===== src/hdl/tsd_pkg.sv =====
// Shared widths, constants and the month table for the timestamp difference block.
`timescale 1ns / 1ps

package tsd_pkg;

	// Field widths of one word.
	localparam int YEAR_W   = 14;
	localparam int MONTH_W  = 4;
	localparam int DAY_W    = 5;
	localparam int HOUR_W   = 5;
	localparam int MINUTE_W = 6;
	localparam int SECOND_W = 6;
	localparam int DCOUNT_W = 22;

	// Internal widths: day number of a stamp, seconds within a day, remainder below an hour.
	localparam int DAYNUM_W = 23;
	localparam int TOD_W    = 17;
	localparam int REM_W    = 12;
	localparam int QUAD_W   = 12;
	localparam int CENT_W   = 8;

	// Shared multiplier operand and product widths.
	localparam int MUL_A_W = 17;
	localparam int MUL_B_W = 16;
	localparam int PROD_W  = MUL_A_W + MUL_B_W;

	localparam logic [TOD_W-1:0] SEC_PER_DAY = 17'd86400;

	// Multipliers and reciprocals fed to the shared multiplier.
	localparam logic [MUL_B_W-1:0] K_DAYS_PER_YEAR = 16'd365;
	localparam logic [MUL_B_W-1:0] K_RECIP_25      = 16'd5243;  // 2^17 / 25, rounded up
	localparam logic [MUL_B_W-1:0] K_SEC_PER_HOUR  = 16'd3600;
	localparam logic [MUL_B_W-1:0] K_SEC_PER_MIN   = 16'd60;
	localparam logic [MUL_B_W-1:0] K_RECIP_3600    = 16'd37283; // 2^27 / 3600, rounded up
	localparam logic [MUL_B_W-1:0] K_RECIP_60      = 16'd4370;  // 2^18 / 60, rounded up

	localparam int RECIP_25_SH   = 17;
	localparam int RECIP_3600_SH = 27;
	localparam int RECIP_60_SH   = 18;

	typedef struct packed {
		logic [YEAR_W-1:0]   year;
		logic [MONTH_W-1:0]  month;
		logic [DAY_W-1:0]    day;
		logic [HOUR_W-1:0]   hour;
		logic [MINUTE_W-1:0] minute;
		logic [SECOND_W-1:0] second;
	} stamp_t;

	// Days in a common year before the first of the given month (1 to 12).
	function automatic logic [8:0] month_start(input logic [MONTH_W-1:0] month);
		logic [8:0] days;
		case (month)
			4'd1:    days = 9'd0;
			4'd2:    days = 9'd31;
			4'd3:    days = 9'd59;
			4'd4:    days = 9'd90;
			4'd5:    days = 9'd120;
			4'd6:    days = 9'd151;
			4'd7:    days = 9'd181;
			4'd8:    days = 9'd212;
			4'd9:    days = 9'd243;
			4'd10:   days = 9'd273;
			4'd11:   days = 9'd304;
			4'd12:   days = 9'd334;
			default: days = 9'd0;
		endcase
		return days;
	endfunction

endpackage


===== src/hdl/tsd_mul.sv =====
// Shared multiplier with a registered product, used by the multiplying steps of the sequencer.
`timescale 1ns / 1ps

module tsd_mul (
	input  logic                          clk,
	input  logic [tsd_pkg::MUL_A_W-1:0]   op_a,
	input  logic [tsd_pkg::MUL_B_W-1:0]   op_b,
	output logic [tsd_pkg::PROD_W-1:0]    prod_q
);

	always_ff @(posedge clk) begin
		prod_q <= tsd_pkg::PROD_W'(op_a) * tsd_pkg::PROD_W'(op_b);
	end

endmodule


===== src/hdl/timestamp_difference.sv =====
// Top level of the timestamp difference block: sequencer, datapath and result registers.
`timescale 1ns / 1ps

// Takes two Gregorian timestamps on start and returns the distance between them as whole
// days plus hours, minutes and seconds, with order_swapped set when the second stamp comes
// first. A word is taken at an edge where start is high and busy is low; busy then stays high
// until the sequence ends, and the result shows on done for exactly one cycle after that. The
// length of the sequence is set by the single multiplier, which each of the two stamps uses four
// times and the final split into hours, minutes and seconds four more times. The receiver cannot
// stall: capture the result in the cycle that done is high. Out-of-range years and months are
// clamped, other fields are taken at face value, and a day count beyond the field saturates the
// whole result.
module timestamp_difference #(
	parameter int MAX_YEAR = 9999
) (
	input  logic                            clk,
	input  logic                            arst_n,
	input  logic                            start,
	output logic                            busy,
	input  logic [tsd_pkg::YEAR_W-1:0]      first_year,
	input  logic [tsd_pkg::MONTH_W-1:0]     first_month,
	input  logic [tsd_pkg::DAY_W-1:0]       first_day,
	input  logic [tsd_pkg::HOUR_W-1:0]      first_hour,
	input  logic [tsd_pkg::MINUTE_W-1:0]    first_minute,
	input  logic [tsd_pkg::SECOND_W-1:0]    first_second,
	input  logic [tsd_pkg::YEAR_W-1:0]      second_year,
	input  logic [tsd_pkg::MONTH_W-1:0]     second_month,
	input  logic [tsd_pkg::DAY_W-1:0]       second_day,
	input  logic [tsd_pkg::HOUR_W-1:0]      second_hour,
	input  logic [tsd_pkg::MINUTE_W-1:0]    second_minute,
	input  logic [tsd_pkg::SECOND_W-1:0]    second_second,
	output logic                            done,
	output logic [tsd_pkg::DCOUNT_W-1:0]    day_count,
	output logic [tsd_pkg::HOUR_W-1:0]      hour_count,
	output logic [tsd_pkg::MINUTE_W-1:0]    minute_count,
	output logic [tsd_pkg::SECOND_W-1:0]    second_count,
	output logic                            order_swapped
);

	localparam logic [3:0] ST_IDLE = 4'd0;
	localparam logic [3:0] ST_YEAR = 4'd1;
	localparam logic [3:0] ST_CENT = 4'd2;
	localparam logic [3:0] ST_HOUR = 4'd3;
	localparam logic [3:0] ST_MIN  = 4'd4;
	localparam logic [3:0] ST_SEC  = 4'd5;
	localparam logic [3:0] ST_NORM = 4'd6;
	localparam logic [3:0] ST_CMP  = 4'd7;
	localparam logic [3:0] ST_SUB  = 4'd8;
	localparam logic [3:0] ST_HR   = 4'd9;
	localparam logic [3:0] ST_HRQ  = 4'd10;
	localparam logic [3:0] ST_REM  = 4'd11;
	localparam logic [3:0] ST_MN   = 4'd12;
	localparam logic [3:0] ST_MNQ  = 4'd13;
	localparam logic [3:0] ST_OUT  = 4'd14;

	logic [3:0] state_q;
	logic       side_q;
	logic       done_q;

	tsd_pkg::stamp_t first_q;
	tsd_pkg::stamp_t second_q;
	tsd_pkg::stamp_t cur;

	logic [tsd_pkg::DAYNUM_W-1:0] days_q;
	logic [tsd_pkg::TOD_W-1:0]    tod_q;
	logic                         leap_q;
	logic [tsd_pkg::DAYNUM_W-1:0] a_days_q;
	logic [tsd_pkg::TOD_W-1:0]    a_tod_q;
	logic [tsd_pkg::DAYNUM_W-1:0] b_days_q;
	logic [tsd_pkg::TOD_W-1:0]    b_tod_q;
	logic                         swapped_q;
	logic [tsd_pkg::DAYNUM_W-1:0] dd_q;
	logic [tsd_pkg::TOD_W-1:0]    dt_q;
	logic [tsd_pkg::HOUR_W-1:0]   hour_q;
	logic [tsd_pkg::MINUTE_W-1:0] min_q;
	logic [tsd_pkg::REM_W-1:0]    r_q;

	logic [tsd_pkg::DCOUNT_W-1:0] day_count_q;
	logic [tsd_pkg::HOUR_W-1:0]   hour_count_q;
	logic [tsd_pkg::MINUTE_W-1:0] minute_count_q;
	logic [tsd_pkg::SECOND_W-1:0] second_count_q;
	logic                         order_swapped_q;

	logic [tsd_pkg::YEAR_W-1:0]   y_c;
	logic [tsd_pkg::MONTH_W-1:0]  m_c;
	logic [tsd_pkg::YEAR_W-1:0]   p;
	logic [tsd_pkg::QUAD_W-1:0]   quads;
	logic [tsd_pkg::CENT_W-1:0]   cents;
	logic [tsd_pkg::QUAD_W-1:0]   cent_rem;
	logic                         cent_yr;
	logic                         quad_cent_yr;
	logic                         leap_d;
	logic [tsd_pkg::HOUR_W-1:0]   hr;
	logic [tsd_pkg::MINUTE_W-1:0] mn;
	logic [tsd_pkg::TOD_W-1:0]    tod_n;
	logic [tsd_pkg::DAYNUM_W-1:0] days_n;
	logic [tsd_pkg::DAYNUM_W-1:0] hi_days;
	logic [tsd_pkg::DAYNUM_W-1:0] lo_days;
	logic [tsd_pkg::TOD_W-1:0]    hi_tod;
	logic [tsd_pkg::TOD_W-1:0]    lo_tod;
	logic [tsd_pkg::TOD_W:0]      tdiff;

	logic [tsd_pkg::MUL_A_W-1:0]  op_a;
	logic [tsd_pkg::MUL_B_W-1:0]  op_b;
	logic [tsd_pkg::PROD_W-1:0]   prod_q;

	tsd_mul u_mul (
		.clk    (clk),
		.op_a   (op_a),
		.op_b   (op_b),
		.prod_q (prod_q)
	);

	assign busy = (state_q != ST_IDLE);
	assign cur  = side_q ? second_q : first_q;

	// Year and month are clamped to the calendar before any arithmetic.
	always_comb begin
		y_c = cur.year;
		if (y_c == '0) begin
			y_c = tsd_pkg::YEAR_W'(1);
		end
		if (int'(cur.year) > MAX_YEAR) begin
			y_c = tsd_pkg::YEAR_W'(MAX_YEAR);
		end
		m_c = cur.month;
		if (m_c == '0) begin
			m_c = tsd_pkg::MONTH_W'(1);
		end
		if (m_c > tsd_pkg::MONTH_W'(12)) begin
			m_c = tsd_pkg::MONTH_W'(12);
		end
	end

	assign p     = y_c - tsd_pkg::YEAR_W'(1);
	assign quads = p[tsd_pkg::YEAR_W-1:2];
	assign cents = prod_q[tsd_pkg::RECIP_25_SH +: tsd_pkg::CENT_W];

	// The year is a century year when quads + 1 is a multiple of 25, and a
	// fourth century when the century number cents + 1 is a multiple of four.
	assign cent_rem     = tsd_pkg::QUAD_W'(quads - tsd_pkg::QUAD_W'(cents) * tsd_pkg::QUAD_W'(25));
	assign cent_yr      = (y_c[1:0] == 2'b00) && (cent_rem == tsd_pkg::QUAD_W'(24));
	assign quad_cent_yr = cent_yr && (cents[1:0] == 2'b11);
	assign leap_d       = (y_c[1:0] == 2'b00) && (!cent_yr || quad_cent_yr);

	assign hr = prod_q[tsd_pkg::RECIP_3600_SH +: tsd_pkg::HOUR_W];
	assign mn = prod_q[tsd_pkg::RECIP_60_SH +: tsd_pkg::MINUTE_W];

	// Seconds past midnight may exceed one day when fields run past their range.
	always_comb begin
		tod_n  = tod_q;
		days_n = days_q;
		if (tod_q >= tsd_pkg::SEC_PER_DAY) begin
			tod_n  = tod_q - tsd_pkg::SEC_PER_DAY;
			days_n = days_q + tsd_pkg::DAYNUM_W'(1);
		end
	end

	assign hi_days = swapped_q ? a_days_q : b_days_q;
	assign lo_days = swapped_q ? b_days_q : a_days_q;
	assign hi_tod  = swapped_q ? a_tod_q : b_tod_q;
	assign lo_tod  = swapped_q ? b_tod_q : a_tod_q;
	assign tdiff   = {1'b0, hi_tod} - {1'b0, lo_tod};

	always_comb begin
		case (state_q)
			ST_YEAR: begin
				op_a = tsd_pkg::MUL_A_W'(p);
				op_b = tsd_pkg::K_DAYS_PER_YEAR;
			end
			ST_CENT: begin
				op_a = tsd_pkg::MUL_A_W'(quads);
				op_b = tsd_pkg::K_RECIP_25;
			end
			ST_HOUR: begin
				op_a = tsd_pkg::MUL_A_W'(cur.hour);
				op_b = tsd_pkg::K_SEC_PER_HOUR;
			end
			ST_MIN: begin
				op_a = tsd_pkg::MUL_A_W'(cur.minute);
				op_b = tsd_pkg::K_SEC_PER_MIN;
			end
			ST_HR: begin
				op_a = dt_q;
				op_b = tsd_pkg::K_RECIP_3600;
			end
			ST_HRQ: begin
				op_a = tsd_pkg::MUL_A_W'(hr);
				op_b = tsd_pkg::K_SEC_PER_HOUR;
			end
			ST_MN: begin
				op_a = tsd_pkg::MUL_A_W'(r_q);
				op_b = tsd_pkg::K_RECIP_60;
			end
			ST_MNQ: begin
				op_a = tsd_pkg::MUL_A_W'(mn);
				op_b = tsd_pkg::K_SEC_PER_MIN;
			end
			default: begin
				op_a = '0;
				op_b = '0;
			end
		endcase
	end

	always_ff @(posedge clk or negedge arst_n) begin
		if (!arst_n) begin
			state_q <= ST_IDLE;
			side_q  <= 1'b0;
			done_q  <= 1'b0;
		end else begin
			done_q <= 1'b0;
			case (state_q)
				ST_IDLE: begin
					side_q <= 1'b0;
					if (start) begin
						state_q <= ST_YEAR;
					end
				end
				ST_YEAR: state_q <= ST_CENT;
				ST_CENT: state_q <= ST_HOUR;
				ST_HOUR: state_q <= ST_MIN;
				ST_MIN:  state_q <= ST_SEC;
				ST_SEC:  state_q <= ST_NORM;
				ST_NORM: begin
					if (side_q) begin
						state_q <= ST_CMP;
					end else begin
						side_q  <= 1'b1;
						state_q <= ST_YEAR;
					end
				end
				ST_CMP:  state_q <= ST_SUB;
				ST_SUB:  state_q <= ST_HR;
				ST_HR:   state_q <= ST_HRQ;
				ST_HRQ:  state_q <= ST_REM;
				ST_REM:  state_q <= ST_MN;
				ST_MN:   state_q <= ST_MNQ;
				ST_MNQ:  state_q <= ST_OUT;
				ST_OUT: begin
					done_q  <= 1'b1;
					state_q <= ST_IDLE;
				end
				default: state_q <= ST_IDLE;
			endcase
		end
	end

	always_ff @(posedge clk) begin
		if (start && !busy) begin
			first_q  <= '{first_year, first_month, first_day,
				first_hour, first_minute, first_second};
			second_q <= '{second_year, second_month, second_day,
				second_hour, second_minute, second_second};
		end
		case (state_q)
			ST_CENT: begin
				days_q <= prod_q[tsd_pkg::DAYNUM_W-1:0];
			end
			ST_HOUR: begin
				days_q <= days_q + tsd_pkg::DAYNUM_W'(quads) - tsd_pkg::DAYNUM_W'(cents)
					+ tsd_pkg::DAYNUM_W'(cents[tsd_pkg::CENT_W-1:2]);
				leap_q <= leap_d;
			end
			ST_MIN: begin
				tod_q  <= prod_q[tsd_pkg::TOD_W-1:0];
				days_q <= days_q + tsd_pkg::DAYNUM_W'(tsd_pkg::month_start(m_c))
					+ tsd_pkg::DAYNUM_W'(leap_q && (m_c > tsd_pkg::MONTH_W'(2)))
					+ tsd_pkg::DAYNUM_W'(cur.day);
			end
			ST_SEC: begin
				tod_q <= tod_q + tsd_pkg::TOD_W'(prod_q[tsd_pkg::REM_W-1:0])
					+ tsd_pkg::TOD_W'(cur.second);
			end
			ST_NORM: begin
				if (side_q) begin
					b_days_q <= days_n;
					b_tod_q  <= tod_n;
				end else begin
					a_days_q <= days_n;
					a_tod_q  <= tod_n;
				end
			end
			ST_CMP: begin
				swapped_q <= (b_days_q < a_days_q) ||
					((b_days_q == a_days_q) && (b_tod_q < a_tod_q));
			end
			ST_SUB: begin
				// Borrow one day when the later stamp is earlier in its day.
				if (tdiff[tsd_pkg::TOD_W]) begin
					dt_q <= tsd_pkg::TOD_W'(tdiff + (tsd_pkg::TOD_W+1)'(tsd_pkg::SEC_PER_DAY));
					dd_q <= hi_days - lo_days - tsd_pkg::DAYNUM_W'(1);
				end else begin
					dt_q <= tdiff[tsd_pkg::TOD_W-1:0];
					dd_q <= hi_days - lo_days;
				end
			end
			ST_HRQ: begin
				hour_q <= hr;
			end
			ST_REM: begin
				r_q <= tsd_pkg::REM_W'(dt_q - prod_q[tsd_pkg::TOD_W-1:0]);
			end
			ST_MNQ: begin
				min_q <= mn;
			end
			ST_OUT: begin
				order_swapped_q <= swapped_q;
				if (dd_q[tsd_pkg::DAYNUM_W-1]) begin
					day_count_q    <= '1;
					hour_count_q   <= tsd_pkg::HOUR_W'(23);
					minute_count_q <= tsd_pkg::MINUTE_W'(59);
					second_count_q <= tsd_pkg::SECOND_W'(59);
				end else begin
					day_count_q    <= dd_q[tsd_pkg::DCOUNT_W-1:0];
					hour_count_q   <= hour_q;
					minute_count_q <= min_q;
					second_count_q <= tsd_pkg::SECOND_W'(r_q - prod_q[tsd_pkg::REM_W-1:0]);
				end
			end
			default: begin
			end
		endcase
	end

	assign done          = done_q;
	assign day_count     = day_count_q;
	assign hour_count    = hour_count_q;
	assign minute_count  = minute_count_q;
	assign second_count  = second_count_q;
	assign order_swapped = order_swapped_q;

`ifndef SYNTHESIS
	a_done_after_out: assert property (@(posedge clk) disable iff (!arst_n)
		done |-> ($past(state_q) == ST_OUT))
		else $error("done without a finished word");

	a_start_takes: assert property (@(posedge clk) disable iff (!arst_n)
		(start && !busy) |=> (busy && (state_q == ST_YEAR) && !side_q))
		else $error("accepted word did not start the sequence");

	a_done_idle: assert property (@(posedge clk) disable iff (!arst_n)
		done |-> !busy)
		else $error("result shown while still busy");

	a_fields_range: assert property (@(posedge clk) disable iff (!arst_n)
		done |-> ((hour_count < tsd_pkg::HOUR_W'(24)) && (minute_count < tsd_pkg::MINUTE_W'(60))
			&& (second_count < tsd_pkg::SECOND_W'(60))))
		else $error("result fields out of range");

	a_second_side: assert property (@(posedge clk) disable iff (!arst_n)
		(state_q == ST_CMP) |-> side_q)
		else $error("compare reached before both stamps were reduced");
`endif

endmodule


===== config.mk =====
export PLATFORM = sky130hd
export DESIGN_NAME = timestamp_difference
export DESIGN_NICKNAME = d
export VERILOG_FILES = /design/src/hdl/tsd_pkg.sv /design/src/hdl/tsd_mul.sv /design/src/hdl/timestamp_difference.sv
export SDC_FILE = /design/constraint.sdc
export NUM_CORES = 1
export LEC_CHECK = 0
export BUFFER_PORTS_ARGS = -buffer_cell sky130_fd_sc_hd__buf_2
export CAP_MARGIN = 5
export CORE_MARGIN = 8
export CORE_UTILIZATION = 51
export CTS_BUF_LIST = sky130_fd_sc_hd__clkbuf_8
export CTS_CLUSTER_DIAMETER = 200
export DETAILED_ROUTE_END_ITERATION = 7
export MAX_ROUTING_LAYER = met4
export PLACE_DENSITY = 0.74
export REMOVE_ABC_BUFFERS = 1
export SETUP_SLACK_MARGIN = 0.3
export SYNTH_ARGS = -nofsm -noshare
export SYNTH_HDL_FRONTEND = slang
export SYNTH_HIERARCHICAL = 1
export SYNTH_SLANG_ARGS = --single-unit

===== constraint.sdc =====
create_clock -name clk -period 9.4 [get_ports clk]
set_input_delay 0.47 -clock clk [delete_from_list [all_inputs] [get_ports clk]]
set_output_delay 0.47 -clock clk [all_outputs]
set_load 0.01 [all_outputs]

==> flow_summary.toml, run 1 <==
[min_path]
hold_path_end = "state_q[0]"
hp-class = "in2reg"
hold-path-cell-count = 3
min_from = "start"

[global_routing]
grt_max_degree = 78
grt_first_pass_wirelength_mm = 128.2
grt-ovfl-total = 0
grt_pass1_vias = 23610
antenna_found_initial = 2
track_usage = 0.2362

[routing]
detail_route.vias_per_cell = 5.617
antenna_left = 0
drtPass1Iterations = 6
wire_per_inst_um = 19.21
num_vias = 23580
top_layer_used = "met4"
drt_wl_total_mm = 80.65
drcViolationCount = 0
met1_length_mm = 34.20
drt_iter0_markers = 1993
wl_met2_mm = 37.76
wl_met3_mm = 6.280

[die]
die_h_um = 263.8
die_area_um2 = 69570
initial_core_util = 0.5120
row_count = 91
io_pins = 125
core_area_um2 = 61140
die_x_um = 263.8

[cells_and_area]
regArea_um2 = 9913
antenna_cells = 0
fillers = 5113
multiInputGateArea_um2 = 19400
nets = 3981
syn_to_final_growth_pct = 12.06
drive_above_1_share = 0.1027

[critical_path]
r2r_end = "u_mul/prod_q[31]"
worstReg2RegStart = "side_q"
reg2reg_slack_ps = 740
cpMostUsedCell = "fa_1"
required_ps = 9930
cp_max_fo = 16
worstSetupPathType = "reg2reg"
crit_slowest_cell = "dfrtp_4"
crit_buf_inv = 6
reg2reg_depth = 33
cp-start-kind = "flip-flop"
cpPeakStageDelay_ps = 560
crit_arrival_ps = 9190
cp_top_family = "adder cells"
end_kind = "flip-flop"

[synthesis]
synth_cells = 3146
yosysWarnings = 6
syn_area_um2 = 31310
avgSynthCellArea_um2 = 9.951

[sta]
fmax_ghz = 0.1155
final_hold_viol_count = 0
timing.hold.ws_ps = 198.1
relSlewSlack = 0.3230
fin_crit_ps = 8660
fin_setup_tns_ps = 0
drv_slew = 0
tightest_slew_ps = 1012
rsz0062_at_grt = "true"
fin_crit_sh = 0.9213
worst_clock_skew_ps = 31.12
setup_viol = 0

[place]
io_buffers = 124
dpl.hpwl_mm = 60.50
routabilityCongestion = 1.004

[clock_tree]
insertion_delay_ps = 660
cts_root_buf = "clkbuf_8"
clk_pin_slew_ps = 60
cts.sinks = 341
numCtsBuffers = 56
clockBufferDepth = 3
cts_tree = "done"
htreeDepth = 2

[pwr]
power_density_nw_per_um2 = 368.4
cellLeakagePower_nw = 15.21
vdd_drop_max_mv = 0.3188

[run]
cap_violations = 0

[outcome]
status = "finished clean"
routing by layer:
layer | track usage | vias to the layer above
li1 | - | 11170
met5 | - | -
met3 | 0.04974 | 148
met4 | 0.07210 | 0
met2 | 0.3825 | 833
met1 | 0.2977 | 11430
cell usage in the layout (no fill, tap or decap), types with 18 or more instances in the layout:
cell / count
nand4_1: 21
nand3_1: 43
xor2_1: 59
dlygate4sd3_1: 81
clkbuf_8: 60
or3_1: 21
inv_1: 467
o21ai_0: 117
fa_1: 249
nand2b_1: 42
edfxtp_1: 305
or2_2: 38
ha_1: 289
nor2_1: 122
dfxtp_1: 30
and2_1: 142
a21oi_1: 110
a21o_1: 41
mux2i_1: 33
xnor2_1: 134
buf_4: 41
nand2_1: 300
buf_2: 124
a221o_1: 18
a31oi_1: 19
nor2b_1: 47
o211ai_1: 22
nor3_1: 40
registers in the layout, summed over array words and instances (netlist names), 4 cells and up:
name,flops
first_q,40
second_q,40
u_mul/prod_q,30
a_days_q,23
b_days_q,23
days_q,23
dd_q,23
day_count,22
a_tod_q,17
b_tod_q,17
dt_q,17
tod_q,17
r_q,12
min_q,6
minute_count,6
second_count,6
hour_count,5
hour_q,5
state_q,4
what timing repair did:
item,in CTS,in global routing
gates resized for setup,0,11
endpoints found under the hold margin,86,0
hold buffers,81,0
buffers inserted,0,2
endpoints found under the setup margin,0,17
per-stage QoR:
step                      setup slack (ps)  instance area, um^2  std cells  power (mW)  utilization
after floorplan                     -441.1                30910       3054       8.799            -
after global placement               523.9                32890       4009       11.03       0.5379
after detailed placement             309.6                32890       4009       11.13       0.5379
after CTS                            312.1                35020       4196       12.80       0.5727
after global routing                 282.5                35080       4198       14.04       0.5738
final                                739.6                35080       4198       12.92       0.5738
worst max-delay path by stage:
| stage | depth (start not counted) | end | startpoint |
|---|---|---|---|
| 2_1_floorplan | 31 | u_mul/prod_q[31] | side_q |
| 3_3_place_gp | 32 | u_mul/prod_q[31] | side_q |
| 3_5_place_dp | 32 | u_mul/prod_q[31] | side_q |
| 4_1_cts | 32 | u_mul/prod_q[31] | side_q |
| 5_1_grt | 33 | u_mul/prod_q[31] | side_q |
| 6_report | 33 | u_mul/prod_q[31] | side_q |
area by class of cell:
class                      count  share of cell area
tap                          790             0.02818
clock buffer                  60             0.02354
multi-input combinational   2259              0.5529
timing repair buffer         248             0.05022
sequential                   341              0.2826
inverter                     454             0.04858
clock inverter                46             0.01402
worst reg2reg max path, delay by kind of cell (launching register included):
family	cells	cell delay, ps
xor+xnor	2	330
fa+ha+maj	8	3610
buf+inv	6	680
compound gates	8	1470
flops	1	560
simple gates	9	1930
power by group:
part / switching [mW] / leakage, nW / internal, mW / total (mW)
Combinational: 5.33 / 11.4 / 3.47 / 8.80
Sequential: 0.371 / 3.10 / 2.21 / 2.58
Clock: 0.644 / 0.725 / 0.898 / 1.54
Total: 6.34 / 15.2 / 6.58 / 12.9
(Power assumes the default switching activity.)
==> run 2: changes to the inputs <==
PLACE_DENSITY = 0.75   (was 0.74)
SYNTH_HIERARCHICAL = default   (was 1)
==> run 2 against run 1 <==
  * Worst hold slack got worse by 42 ps
  * Design area fell by 4.3%
  * Via count fell by 5.5%
  * Largest cell class unchanged
  * Critical path depth fell by 1
  * Area after synthesis fell by 5.0%
  * Wire length fell by 2.0%
  * Fmax fell by 0.60%
  * Clock skew rose by 11 ps
  * Synthesized cell count fell by 6.2%
  * Non-clock buffer count rose by 2
  * Worst setup slack got worse by 53 ps
  * First-iteration DRC count fell by 12%
==> flow_summary.toml, run 2 <==
[outcome]
status = "finished clean"

[critical_path]
end_kind = "flip-flop"
cp-start-kind = "flip-flop"
crit_buf_inv = 6
worstSetupPathType = "reg2reg"
cpPeakStageDelay_ps = 600
reg2reg_slack_ps = 690
crit_slowest_cell = "fa_1"
reg2reg_depth = 32
r2r_end = "u_mul.prod_q[31]"
crit_arrival_ps = 9300
cp_top_family = "adder cells"
required_ps = 9990
worstReg2RegStart = "side_q"
cpMostUsedCell = "fa_1"
cp_max_fo = 34

[cells_and_area]
layout.cells.non_filler = 4045
final_common_cell = "inv_1"
fillers = 5039
layout_common_cells = "501 x inv_1, 305 x edfxtp_1, 292 x ha_1"
top_regs = "first_q x40, second_q x40, u_mul.prod_q x30"
syn_to_final_growth_pct = 12.80
fin_util = 0.5816
finish.instance_area_um2 = 33560
drive_above_1_share = 0.1197
nets = 3819

[clock_tree]
insertion_delay_ps = 700
cts_root_buf = "clkbuf_8"
cts.sinks = 341
clk_pin_slew_ps = 70
cts_tree = "done"
clockBufferDepth = 3
numCtsBuffers = 60
htreeDepth = 2

[global_routing]
grt_pass1_vias = 22060
grt_max_degree = 81
track_usage = 0.2416
grt_first_pass_wirelength_mm = 122.8
antenna_found_initial = 3
grt-ovfl-total = 0

[synthesis]
synth.top_cell.area_share = 0.3079
yosysWarnings = 0
seq_area_frac_synth = 0.3331
synth_area_leaders = "edfxtp_1 31%, fa_1 15%, ha_1 12%, inv_1 6.1%, xnor2_1 3.7%"
synthArstFlopShare = 0.01760
ys.flop_type = "edfxtp_1"
synth_edf_count = 305
avgSynthCellArea_um2 = 10.08
ys_seq_elements = 341
synth.largest_area_cell = "edfxtp_1"
synth.distinct_cells = 107
synth_cells = 2950
syn_area_um2 = 29750
ys_top_cells_by_count = "482 x inv_1, 305 x edfxtp_1, 293 x ha_1"
post-synth-top-count-cell = "inv_1"

[routing]
detail_route.vias_per_cell = 5.507
drt_wl_total_mm = 79.07
wire_per_inst_um = 19.55
drt_iter0_markers = 1753
antenna_left = 0
drcViolationCount = 0
num_vias = 22270
drtPass1Iterations = 7

[place]
dpl.hpwl_mm = 61.86
placed_cells = 3846
dpl_cell_area_um2 = 31450
routabilityCongestion = 1.004
io_buffers = 124

[die]
die_area_um2 = 66320
io_pins = 125
core_area_um2 = 57700
initial_core_util = 0.5156
die_x_um = 257.5
die_h_um = 257.5
row_count = 88

[sta]
final_hold_viol_count = 0
relSlewSlack = 0.1044
worst_clock_skew_ps = 42.09
tightest_slew_ps = 1343
fin_crit_ps = 8713
rsz0062_at_grt = "false"
setup_viol = 0
fin_crit_sh = 0.9269
fmax_ghz = 0.1148
drv_slew = 0

[min_path]
hp-class = "in2async"

[run]
cap_violations = 0
run 2: how the worst max path moves through the flow:
stage | startpoint | endpoint | cells after the start
2_1_floorplan | side_q | u_mul.prod_q[31] | 36
3_3_place_gp | side_q | u_mul.prod_q[31] | 37
3_5_place_dp | side_q | u_mul.prod_q[31] | 37
4_1_cts | side_q | u_mul.prod_q[31] | 37
5_1_grt | side_q | u_mul.prod_q[31] | 37
6_report | side_q | u_mul.prod_q[31] | 32
run 2: timing repair:
item / CTS / global route
hold buffers: 81 / 0
setup endpoints to repair: 2 / 10
pin swaps: 0 / 3
resized for setup: 3 / 21
buffers inserted: 0 / 2
hold endpoints to repair: 86 / 0
run 2: kinds of logic after synthesis:
logic type	count (synthesis)	share of synthesized area
adders and majority gates	510	0.2693
other	2	0.0002524
muxes	50	0.01745
DFF	341	0.3331
and+or+nand+nor	764	0.1301
buffers and inverters	561	0.07385
AOI/OAI and AO/OA	527	0.1176
xor gates and xnor gates	195	0.05838
run 2: per-stage QoR:
| step | hold WS [ps] | TNS (ps) | worst slack (ps) |
|---|---|---|---|
| finish | 156.5 | 0 | 687.1 |
| global route | 152.9 | 0 | 231.4 |
| CTS | 120.7 | 0 | 309.0 |
| detailed placement | 308.8 | 0 | 247.5 |
| global placement | 305.8 | 0 | 436.2 |
| floorplan | 174.4 | -756.8 | -249.2 |
run 2: final cells by class:
cell class              count  area, um^2  area share
clock buffers              65       894.6     0.02666
multi-input cells        2089       17900      0.5334
repair buffers            250        1773     0.05283
diodes                      4       10.01   0.0002983
well taps                 765       957.2     0.02852
flip-flops and latches    341        9911      0.2953
clock inverters            47       297.8    0.008874
inverters                 484        1817     0.05414
run 2: layer usage:
metal | wire [um] | track usage | vias to the layer above | share of wire
li1 | - | - | 10590 | -
met1 | 33280 | 0.3056 | 10680 | 0.42
met2 | 36300 | 0.3824 | 816 | 0.46
met3 | 6198 | 0.04864 | 185 | 0.078
met4 | 3291 | 0.09139 | 0 | 0.042
met5 | 0 | - | - | 0
Power of run 2 is not shown: default switching activity piles up to over one toggle a cycle in this logic, so the estimate is an artifact.
==> run 3: changes to the inputs <==
ABC_AREA = 1   (was default)
==> run 3 against run 2 <==
  * Design area up 0.75%
  * Global-route usage is 2.0 points higher
  * Sequential share of layout area shrank 0.21 points
  * Non-clock buffer count shrank 19
  * Via count is 7.7% higher
  * Critical endpoint is now u_mul.prod_q[24]
  * Highest routed layer unchanged
==> flow_summary.toml, run 3 <==
[cells_and_area]
fillers = 4988
nets = 4292
layout_common_cells = "714 x inv_1, 682 x nand2_1, 305 x edfxtp_1"
drive_above_1_share = 0.1011
syn_to_final_growth_pct = 13.12
top_regs = "first_q x40, second_q x40, u_mul.prod_q x30"
final_common_cell = "inv_1"
antenna_cells = 0

[critical_path]
worstReg2RegStart = "side_q"
crit_arrival_ps = 9060
required_ps = 9960
cpPeakStageDelay_ps = 590
cp_max_fo = 36
worstSetupPathType = "reg2reg"
critPathLaunch = "side_q"
cp-start-kind = "flip-flop"
end_kind = "flip-flop"
r2r_end = "u_mul.prod_q[24]"
critPathCapture = "u_mul.prod_q[24]"
reg2reg_slack_ps = 900
reg2reg_depth = 40
crit_slowest_cell = "dfrtp_4"

[sta]
fin_setup_tns_ps = 0
fin_crit_ps = 8500
tightest_slew_ps = 1249
fin_crit_sh = 0.9042
worst_clock_skew_ps = 65.14
fmax_ghz = 0.1176
final_hold_viol_count = 0
rsz0062_at_grt = "false"
drv_slew = 0
setup_viol = 0
relSlewSlack = 0.1642

[synthesis]
synthArstFlopShare = 0.01760
synth.top_cell.area_share = 0.3064
post-synth-top-count-cell = "inv_1"
synth.largest_area_cell = "edfxtp_1"
syn_area_um2 = 29890
seq_area_frac_synth = 0.3315
synth_area_leaders = "edfxtp_1 31%, fa_1 15%, ha_1 12%, inv_1 8.7%, nand2_1 8.6%"
ys.flop_type = "edfxtp_1"
synth_edf_count = 305
yosysWarnings = 0
synth_cells = 3403
avgSynthCellArea_um2 = 8.783
ys_top_cells_by_count = "694 x inv_1, 682 x nand2_1, 305 x edfxtp_1"
synth.distinct_cells = 65
ys_seq_elements = 341

[die]
row_count = 88
initial_core_util = 0.5171
io_pins = 125
die_x_um = 258.1
die_area_um2 = 66610
core_area_um2 = 57810
die_h_um = 258.1

[global_routing]
grt_pass1_vias = 24490
track_usage = 0.2615
grt-ovfl-total = 0
grt_first_pass_wirelength_mm = 133.3
grt_max_degree = 64
antenna_found_initial = 1

[clock_tree]
clockBufferDepth = 3
numCtsBuffers = 59
cts_root_buf = "clkbuf_8"
cts_tree = "done"
htreeDepth = 2
cts.sinks = 341
insertion_delay_ps = 700
clk_pin_slew_ps = 70

[place]
io_buffers = 124
dpl.hpwl_mm = 67.63
routabilityCongestion = 1.021

[run]
cap_violations = 0

[routing]
antenna_left = 0
drt_iter0_markers = 1819
detail_route.vias_per_cell = 5.313
drcViolationCount = 0
drt_wl_total_mm = 84.69
drtPass1Iterations = 8
num_vias = 23990
wire_per_inst_um = 18.76

[min_path]
hp-class = "in2reg"

[outcome]
status = "finished clean"
==> run 3: cell count changes in the layout (fill, tap and decap cells not counted), sizes merged, moves of 38 or more <==
cell	change
xor2	+43
inv	+226
nor3	-39
nor2	+68
nand2	+523
o21ai	+44
nand2b	-46
xnor2	-93
nand3	+68
a21o	-38
==> run 3: worst max-delay path, delay by kind of cell (launching register included) <==
family / cells / cell delay (ps)
adders and majority gates: 8 / 3500
AOI/OAI and AO/OA: 7 / 1430
buffers and inverters: 8 / 670
and+or+nand+nor: 16 / 1690
xor gates and xnor gates: 1 / 480
DFF: 1 / 590
==> run 3: cells by family (layout without fill, tap and decap cells) <==
group / Yosys count / in the layout / share of synthesized area
muxes: 3 / 3 / 0.001005
xor gates and xnor gates: 144 / 144 / 0.04446
DFF: 341 / 341 / 0.3315
and+or+nand+nor: 1216 / 1216 / 0.1750
adders and majority gates: 510 / 510 / 0.2680
AOI/OAI and AO/OA: 438 / 438 / 0.08347
buffers and inverters: 749 / 1055 / 0.09624
other: 2 / 43 / 0.0002513
==> run 3: routing by layer <==
| layer | up-vias | wire [um] | track usage |
|---|---|---|---|
| met4 | 0 | 4902 | 0.1284 |
| li1 | 11490 | - | - |
| met2 | 934 | 39440 | 0.4275 |
| met5 | - | 0 | - |
| met3 | 271 | 6245 | 0.04476 |
| met1 | 11290 | 34100 | 0.3124 |
==> run 3: worst min-delay path by stage <==
stage,from,endpoint,slack [ps],depth (start not counted)
3_3_place_gp,arst_n,done,330,1
3_5_place_dp,arst_n,done,330,1
2_1_floorplan,arst_n,done,170,0
5_1_grt,start,state_q[0],150,3
6_report,start,state_q[0],170,3
4_1_cts,arst_n,done,110,2
==> run 3: repair_timing <==
item / in CTS / in global routing
gates resized for setup: 0 / 2
setup buffers: 0 / 1
hold buffers: 81 / 0
setup endpoints to repair: 0 / 10
hold endpoints to repair: 86 / 0
==> run 3: cell type report <==
type | instances | area [um^2] | area share
clock buffer | 63 | 867.1 | 0.02564
clock inverter | 49 | 457.9 | 0.01354
inverter | 712 | 2680 | 0.07927
multi-input combinational | 2354 | 17310 | 0.5118
sequential | 341 | 9913 | 0.2932
tap | 765 | 957.2 | 0.02831
timing repair buffer | 231 | 1630 | 0.04822
==> run 3: stage by stage <==
stage / setup WS [ps] / hold WS (ps) / cell area, um^2 / std cells / util
final: 900.1 / 167.8 / 33810 / 4515 / 0.5849
after floorplan: 1220 / 174.4 / 29850 / 3407 / -
after global routing: 346.7 / 147.6 / 33810 / 4515 / 0.5849
after detailed placement: 676.7 / 329.1 / 31660 / 4321 / 0.5476
after global placement: 856.0 / 329.1 / 31660 / 4321 / 0.5476
after CTS: 668.1 / 113.6 / 33790 / 4514 / 0.5846
Power of run 3 is left out for the same reason.
